==> config.mk <==
export PLATFORM = sky130hd
export DESIGN_NAME = msp_frame_encoder_core
export DESIGN_NICKNAME = d
export VERILOG_FILES = /design/src/hdl/mspfe_pkg.sv /design/src/hdl/mspfe_burst_out.sv /design/src/hdl/msp_frame_encoder_core.sv
export SDC_FILE = /design/constraint.sdc
export NUM_CORES = 1
export LEC_CHECK = 0
export ABC_AREA = 1
export BUFFER_PORTS_ARGS = -buffer_cell sky130_fd_sc_hd__buf_2
export CORE_MARGIN = 3
export CORE_UTILIZATION = 35
export CTS_BUF_LIST = sky130_fd_sc_hd__clkbuf_8
export DETAILED_ROUTE_END_ITERATION = 16
export MAX_ROUTING_LAYER = met4
export PLACE_DENSITY = 0.51
export SYNTH_ARGS = -nofsm -noshare
export SYNTH_HDL_FRONTEND = slang
export SYNTH_SLANG_ARGS = --single-unit
==> constraint.sdc <==
create_clock -name clk -period 4.5 [get_ports clk]
set_clock_uncertainty 0.1 [all_clocks]
set_input_delay 0.675 -clock clk [delete_from_list [all_inputs] [get_ports clk]]
set_output_delay 0.675 -clock clk [all_outputs]
set_load 0.05 [all_outputs]
==> src/hdl/mspfe_pkg.sv <==
`timescale 1ns / 1ps
`default_nettype none

package mspfe_pkg;

	// Item kinds carried in the input tuser bit.
	localparam logic CMD_START = 1'b0;
	localparam logic CMD_DATA  = 1'b1;

	// Framing versions.
	localparam logic VER_1 = 1'b0;
	localparam logic VER_2 = 1'b1;

	localparam logic [7:0]  SOF_CHAR   = 8'h24;
	localparam logic [7:0]  V1_MARK    = 8'h4D;
	localparam logic [7:0]  V2_MARK    = 8'h58;
	localparam logic [7:0]  V2_FLAG    = 8'h00;
	localparam logic [15:0] V1_MAX_LEN = 16'd255;
	localparam logic [7:0]  CRC_POLY   = 8'hD5;

	// Longest burst one item can cause: a version 2 header plus its check byte.
	localparam int MAX_BEATS = 9;
	localparam int CNT_W     = $clog2(MAX_BEATS + 1);

	typedef struct packed {
		logic [MAX_BEATS-1:0][7:0] bytes;
		logic [CNT_W-1:0]          count;
		logic                      has_check;
	} burst_t;

	// One byte through CRC8 DVB-S2, most significant bit first.
	function automatic logic [7:0] crc_step(input logic [7:0] crc, input logic [7:0] b);
		logic [7:0] c;
		c = crc ^ b;
		for (int i = 0; i < 8; i++) begin
			if (c[7]) begin
				c = {c[6:0], 1'b0} ^ CRC_POLY;
			end else begin
				c = {c[6:0], 1'b0};
			end
		end
		return c;
	endfunction

endpackage

`default_nettype wire

==> src/hdl/mspfe_burst_out.sv <==
`timescale 1ns / 1ps
`default_nettype none

module mspfe_burst_out (
	input  wire logic            clk,
	input  wire logic            arst_n,
	input  wire logic            load,
	input  wire mspfe_pkg::burst_t burst,
	output logic                 free,
	output logic                 m_tvalid,
	input  wire logic            m_tready,
	output logic [7:0]           m_tdata,   // out_byte
	output logic                 m_tlast,   // run_last
	output logic                 m_tuser    // frame_end
);

	logic [mspfe_pkg::MAX_BEATS-1:0][7:0] bytes_q;
	logic [mspfe_pkg::CNT_W-1:0]          cnt_q;
	logic                                 chk_q;
	logic                                 last_beat;

	assign last_beat = (cnt_q == mspfe_pkg::CNT_W'(1));
	assign m_tvalid  = (cnt_q != '0);
	assign m_tdata   = bytes_q[0];
	assign m_tlast   = last_beat;
	assign m_tuser   = chk_q && last_beat;

	// The register can take a new burst when empty or when its final beat leaves now.
	assign free = (cnt_q == '0) || (m_tready && last_beat);

	always_ff @(posedge clk or negedge arst_n) begin
		if (!arst_n) begin
			cnt_q <= '0;
			chk_q <= 1'b0;
		end else if (load) begin
			cnt_q <= burst.count;
			chk_q <= burst.has_check;
		end else if (m_tvalid && m_tready) begin
			cnt_q <= cnt_q - mspfe_pkg::CNT_W'(1);
		end
	end

	always_ff @(posedge clk) begin
		if (load) begin
			bytes_q <= burst.bytes;
		end else if (m_tvalid && m_tready) begin
			for (int i = 0; i < mspfe_pkg::MAX_BEATS - 1; i++) begin
				bytes_q[i] <= bytes_q[i+1];
			end
			bytes_q[mspfe_pkg::MAX_BEATS-1] <= 8'h00;
		end
	end

endmodule

`default_nettype wire

==> src/hdl/msp_frame_encoder_core.sv <==
`timescale 1ns / 1ps
`default_nettype none

// Frame encoder for a byte-serial link, version 1 and version 2 framing.
// Input channel (s_*): one beat per item. tuser is the kind: a start beat
// carries version, direction, function code and payload length; a data beat
// carries one payload byte. Output channel (m_*): one framed byte per beat,
// tlast on the final byte caused by an input beat, tuser on the check byte.
// A start beat expands into 5 (version 1) or 8 (version 2) header bytes, plus
// the check byte when the payload is empty. A data beat gives its byte and,
// on the last payload byte, the check byte. Oversized version 1 frames and
// data beats with no open frame give no output.
// The input register loads on the accepting edge and the burst register
// loads from it once the burst register is free.
// Throughput: one input beat per cycle while each item gives at most one
// byte and the receiver does not stall; otherwise the input register holds
// a new item while the single-byte output port drains the burst register,
// which takes a new burst as its final byte leaves.
// When the receiver stalls, the burst register holds and the input register
// fills, after which s_tready drops. Reset clears all frame state and empties
// both registers.
module msp_frame_encoder_core (
	input  wire logic        clk,
	input  wire logic        arst_n,
	input  wire logic        s_tvalid,
	output logic             s_tready,
	input  wire logic [55:0] s_tdata,   // version, direction[8], function_code[16],
	                                    // payload_length[16], data_byte[8], zero pad
	input  wire logic        s_tuser,   // cmd
	output logic             m_tvalid,
	input  wire logic        m_tready,
	output logic [7:0]       m_tdata,   // out_byte
	output logic             m_tlast,   // run_last
	output logic             m_tuser    // frame_end
);

	// Input field unpacking.
	logic        in_ver;
	logic [7:0]  in_dir;
	logic [15:0] in_func;
	logic [15:0] in_len;
	logic [7:0]  in_data;

	assign in_ver  = s_tdata[0];
	assign in_dir  = s_tdata[8:1];
	assign in_func = s_tdata[24:9];
	assign in_len  = s_tdata[40:25];
	assign in_data = s_tdata[48:41];

	// Input register. The version 2 header CRC depends only on the start beat,
	// so it is worked out on the way in.
	logic        valid_s1;
	logic        cmd_s1;
	logic        ver_s1;
	logic [7:0]  dir_s1;
	logic [15:0] func_s1;
	logic [15:0] len_s1;
	logic [7:0]  data_s1;
	logic [7:0]  hcrc_s1;
	logic [7:0]  hcrc_in;

	assign hcrc_in = mspfe_pkg::crc_step(
		mspfe_pkg::crc_step(
			mspfe_pkg::crc_step(
				mspfe_pkg::crc_step(
					mspfe_pkg::crc_step(8'h00, mspfe_pkg::V2_FLAG),
					in_func[7:0]),
				in_func[15:8]),
			in_len[7:0]),
		in_len[15:8]);

	// Frame state.
	logic        open_q;
	logic        fver_q;
	logic        drop_q;
	logic [15:0] left_q;
	logic [7:0]  acc_q;

	logic        open_n;
	logic        fver_n;
	logic        drop_n;
	logic [15:0] left_n;
	logic [7:0]  acc_n;

	mspfe_pkg::burst_t burst;
	logic              out_free;
	logic              adv;
	logic              load;
	logic              in_fire;

	assign adv      = valid_s1 && out_free;
	assign s_tready = !valid_s1 || out_free;
	assign in_fire  = s_tvalid && s_tready;
	assign load     = adv && (burst.count != '0);

	always_ff @(posedge clk or negedge arst_n) begin
		if (!arst_n) begin
			valid_s1 <= 1'b0;
		end else if (in_fire) begin
			valid_s1 <= 1'b1;
		end else if (adv) begin
			valid_s1 <= 1'b0;
		end
	end

	always_ff @(posedge clk) begin
		if (in_fire) begin
			cmd_s1  <= s_tuser;
			ver_s1  <= in_ver;
			dir_s1  <= in_dir;
			func_s1 <= in_func;
			len_s1  <= in_len;
			data_s1 <= in_data;
			hcrc_s1 <= hcrc_in;
		end
	end

	// Burst builder: the whole output of one item and the next frame state.
	always_comb begin
		open_n = open_q;
		fver_n = fver_q;
		drop_n = drop_q;
		left_n = left_q;
		acc_n  = acc_q;
		burst  = '0;
		unique case (cmd_s1)
			mspfe_pkg::CMD_START: begin
				open_n = 1'b1;
				fver_n = ver_s1;
				drop_n = 1'b0;
				left_n = len_s1;
				acc_n  = 8'h00;
				if (ver_s1 == mspfe_pkg::VER_1) begin
					if (len_s1 >= mspfe_pkg::V1_MAX_LEN) begin
						// Too long for version 1: swallow the whole frame.
						drop_n = 1'b1;
					end else begin
						burst.bytes[0] = mspfe_pkg::SOF_CHAR;
						burst.bytes[1] = mspfe_pkg::V1_MARK;
						burst.bytes[2] = dir_s1;
						burst.bytes[3] = len_s1[7:0];
						burst.bytes[4] = func_s1[7:0];
						burst.count    = mspfe_pkg::CNT_W'(5);
						acc_n          = len_s1[7:0] ^ func_s1[7:0];
						if (len_s1 == 16'd0) begin
							burst.bytes[5]  = acc_n;
							burst.count     = mspfe_pkg::CNT_W'(6);
							burst.has_check = 1'b1;
							open_n          = 1'b0;
						end
					end
				end else begin
					burst.bytes[0] = mspfe_pkg::SOF_CHAR;
					burst.bytes[1] = mspfe_pkg::V2_MARK;
					burst.bytes[2] = dir_s1;
					burst.bytes[3] = mspfe_pkg::V2_FLAG;
					burst.bytes[4] = func_s1[7:0];
					burst.bytes[5] = func_s1[15:8];
					burst.bytes[6] = len_s1[7:0];
					burst.bytes[7] = len_s1[15:8];
					burst.count    = mspfe_pkg::CNT_W'(8);
					acc_n          = hcrc_s1;
					if (len_s1 == 16'd0) begin
						burst.bytes[8]  = acc_n;
						burst.count     = mspfe_pkg::CNT_W'(9);
						burst.has_check = 1'b1;
						open_n          = 1'b0;
					end
				end
			end
			mspfe_pkg::CMD_DATA: begin
				if (open_q && (left_q != 16'd0)) begin
					left_n = left_q - 16'd1;
					if (drop_q) begin
						if (left_n == 16'd0) begin
							open_n = 1'b0;
							drop_n = 1'b0;
						end
					end else begin
						burst.bytes[0] = data_s1;
						burst.count    = mspfe_pkg::CNT_W'(1);
						if (fver_q == mspfe_pkg::VER_2) begin
							acc_n = mspfe_pkg::crc_step(acc_q, data_s1);
						end else begin
							acc_n = acc_q ^ data_s1;
						end
						if (left_n == 16'd0) begin
							burst.bytes[1]  = acc_n;
							burst.count     = mspfe_pkg::CNT_W'(2);
							burst.has_check = 1'b1;
							open_n          = 1'b0;
						end
					end
				end
			end
			default: begin
			end
		endcase
	end

	always_ff @(posedge clk or negedge arst_n) begin
		if (!arst_n) begin
			open_q <= 1'b0;
			fver_q <= 1'b0;
			drop_q <= 1'b0;
			left_q <= 16'd0;
			acc_q  <= 8'h00;
		end else if (adv) begin
			open_q <= open_n;
			fver_q <= fver_n;
			drop_q <= drop_n;
			left_q <= left_n;
			acc_q  <= acc_n;
		end
	end

	mspfe_burst_out u_burst_out (
		.clk      (clk),
		.arst_n   (arst_n),
		.load     (load),
		.burst    (burst),
		.free     (out_free),
		.m_tvalid (m_tvalid),
		.m_tready (m_tready),
		.m_tdata  (m_tdata),
		.m_tlast  (m_tlast),
		.m_tuser  (m_tuser)
	);

`ifndef SYNTHESIS
	// The check byte always closes the run of the item that caused it.
	a_check_is_last: assert property (@(posedge clk) disable iff (!arst_n)
		(m_tvalid && m_tuser) |-> m_tlast)
		else $error("check byte without tlast");

	// A burst is loaded only into an output register that is empty or emptying.
	a_load_when_free: assert property (@(posedge clk) disable iff (!arst_n)
		load |-> out_free)
		else $error("burst loaded over pending output");

	// Only an open version 1 frame is ever dropped.
	a_drop_state: assert property (@(posedge clk) disable iff (!arst_n)
		drop_q |-> (open_q && (fver_q == mspfe_pkg::VER_1) && (left_q != 16'd0)))
		else $error("inconsistent drop state");
`endif

endmodule

`default_nettype wire
==> qor.csv <==
stage,metric,value,unit
sta,Final Hold Fails,0,
sta,unrepaired setup endpoints after global routing,yes,
sta,Final Max Slew Viols,0,
sta,Fmax,207.4,MHz
detailed_routing,1st-pass router iterations,4,
die,row count,61,
detailed_routing,drt drc,0,
flow_run,total of max-cap violations,0,
run_status,outcome,finished with violations,
clock_network,clk_lat worst skew,0.46,ns
worst_setup_path,Critical Path Stages,45,
worst_setup_path,critical path type,primary input to register,
yosys,synthesized instance count,1151,
yosys,Yosys top cell area share,39.22,%
die,Die Y,174.6,um
yosys,Synth Register Bits,163,
grt,largest net degree at the start of global routing,36,
die,Initial Utilization,35.63,%
sta,Tmin final,4.823,ns
placed_design,DP HPWL,19680,um
worst_setup_path,buffers and inverters on the worst path,6,
worst_setup_path,Worst Setup End Kind,register,
clock_network,clk sink count,163,
clock_network,CTS Hold Buffers Added,0,
yosys,syn nets,1217,
layout,post-layout instance area,0.01284,sq mm
worst_setup_path,crit path DAT,4.94,ns
clock_network,CTS tree,yes,
worst_setup_path,startpoint types,primary input,
yosys,Synth top cells by count,"nand2_1, edfxtp_1, nand3_1",
worst_setup_path,RR Endpoint,u_burst_out.bytes_q[8]$_DFFE_PP_,
yosys,most common cell in the netlist,nand2_1,
worst_setup_path,"delay-heaviest family, CP",simple AND/OR/NAND/NOR gates,
yosys,mapped cell area,0.009953,sq mm
sta,Worst-Margin Slew,0.7876,ns
yosys,YS warnings,0,
hold_path,worst hold path type,primary input to async pin,
layout,ANT cells,0,
yosys,Unique masters post-synth,41,
worst_setup_path,CP Max Fanout,7,
detailed_routing,Vias/cell,4.757,
clock_network,maximum clock path buffer count,2,
layout,Layout area overhead,29.04,%
die,DIE WIDTH,174.6,um
worst_setup_path,"most used cell, CP",nand2_4,
detailed_routing,wire per inst,15.29,um
layout,nets@finish,1368,
yosys,"top cells by area, synth","edfxtp_1, nand2_1, dfrtp_1",
sta,Final Setup Violations,8,
placed_design,Final GP Congestion,0.8993,
detailed_routing,Initial DRC Count,422,
die,Top Ports,73,
yosys,asr flop ratio synth,20.25,%
grt,Tot GR Track Use,17.31,%
yosys,Mapped Avg Cell Area,8.648,sq um
detailed_routing,Antenna Violating Nets Remaining,0,
clock_network,CTS root buf,clkbuf_8,
sta,final setup margin,-0.3225,ns
grt,vias in the first global route,7763,
clock_network,Clock transition at path regs,0.09,ns
grt,global-route wire length before repair,40610,um
sta,Slew headroom,47.50,%
run_status,failing checks,setup timing,
grt,initial antenna violation count,0,
yosys,Yosys top cell by area,edfxtp_1,
worst_setup_path,"Slowest-stage cell, CP",xor2_4,
detailed_routing,vias post-DR,8054,
yosys,sequential share of the synthesized area,47.52,%
layout,share of post-route cells with drive strength above 1,33.31,%
worst_setup_path,R2R cell count,21,
die,core footprint,0.02793,sq mm
worst_setup_path,Reg2Reg Setup Slack,0.41,ns
yosys,Post-synth EDFFs,130,
worst_setup_path,Worst EP required,4.62,ns
clock_network,H-tree Lvls,4,
die,die area,0.03050,sq mm
layout,FILL cells,2724,
detailed_routing,final wirelength,25880,um
clock_network,CTS buffer count,17,
placed_design,Port Buffer Count,65,
grt,grt ovf,0,
yosys,prevailing post-synth register cell,edfxtp_1,
worst_setup_path,R2R Path Start,left_q[0]$_DFFE_PN0P_,
placed_design,placed inst area,0.01159,sq mm
sta,period utilization,107.2,%
worst_setup_path,CP max stage delay,0.17,ns
-- metal layers --
metal / global-route usage, % / vias up / share of wire, %
met5: - / - / 0
met4: 4.388 / 0 / 1.6
met3: 2.629 / 28 / 3.5
met2: 28.61 / 129 / 49
met1: 22.49 / 3764 / 46
li1: - / 4133 / -
-- kinds of logic after synthesis --
logic type	synth area share (%)
fa+ha+maj	0.6285
xor+xnor	8.171
buf+inv	6.675
simple gates	28.93
compound gates	7.970
mux	0.1131
flops	47.52
-- per-stage QoR --
step	std cells	TNS (ns)	hold WS [ns]	setup WS [ns]	utilization, %
after floorplan	1151	-0.6819	0.2794	-0.1471	-
after global placement	1648	-5.819	0.3907	-0.7645	41.51
after detailed placement	1648	-6.474	0.3969	-0.8684	41.51
after CTS	1684	-1.547	0.2065	-0.2273	43.82
after global routing	1693	-4.620	0.2355	-0.6322	45.98
final	1693	-2.333	0.1876	-0.3225	45.98
-- worst max-delay path by stage --
stage / start / slack (ns) / end
2_1_floorplan: s_tdata[14] / -0.15 / hcrc_s1[4]$_DFFE_PP_
3_3_place_gp: s_tdata[12] / -0.76 / hcrc_s1[4]$_DFFE_PP_
3_5_place_dp: s_tdata[13] / -0.87 / hcrc_s1[4]$_DFFE_PP_
4_1_cts: s_tdata[16] / -0.23 / hcrc_s1[4]$_DFFE_PP_
5_1_grt: s_tdata[12] / -0.63 / hcrc_s1[4]$_DFFE_PP_
6_report: s_tdata[13] / -0.32 / hcrc_s1[4]$_DFFE_PP_
-- cell type report --
cell class,count,area (sq um),area share [%]
flip-flops and latches,163,4730,36.82
inverters,138,538.0,4.189
repair buffers,163,1164,9.060
multi-input cells,819,5504,42.85
clock inverters,14,187.7,1.461
well taps,378,473.0,3.682
clock buffers,18,247.7,1.929
-- cells in the final DEF, fill, tap and decap left out, drive strengths merged, types with 7 or more instances in the layout --
cell    instances
xnor2          27
nand4           7
nand3         146
xor2           50
inv           138
dfrtp          33
o21ai          87
buf           163
a21oi          20
nor4           11
clkbuf         18
edfxtp        130
o211ai         10
nand2         352
nor2           67
-- what timing repair did --
item,4_1_cts,5_1_grt
setup endpoints to repair,8,18
pin swaps,18,42
gates resized for setup,36,118
hold endpoints to repair,0,0
gates cloned,0,0
buffers inserted,4,9
-- state kept, by name, indices dropped and copies added (netlist names) --
name                 flops
u_burst_out.bytes_q     64
func_s1                 16
left_q                  16
len_s1                  16
acc_q                    8
data_s1                  8
dir_s1                   8
hcrc_s1                  8
u_burst_out.m_tdata      8
u_burst_out.cnt_q        4
cmd_s1                   1
drop_q                   1
fver_q                   1
open_q                   1
u_burst_out.chk_q        1
valid_s1                 1
ver_s1                   1
Power is left out: the tool's default activity adds up to more than one toggle a clock period on the data nets, which glitch-free logic cannot reach.
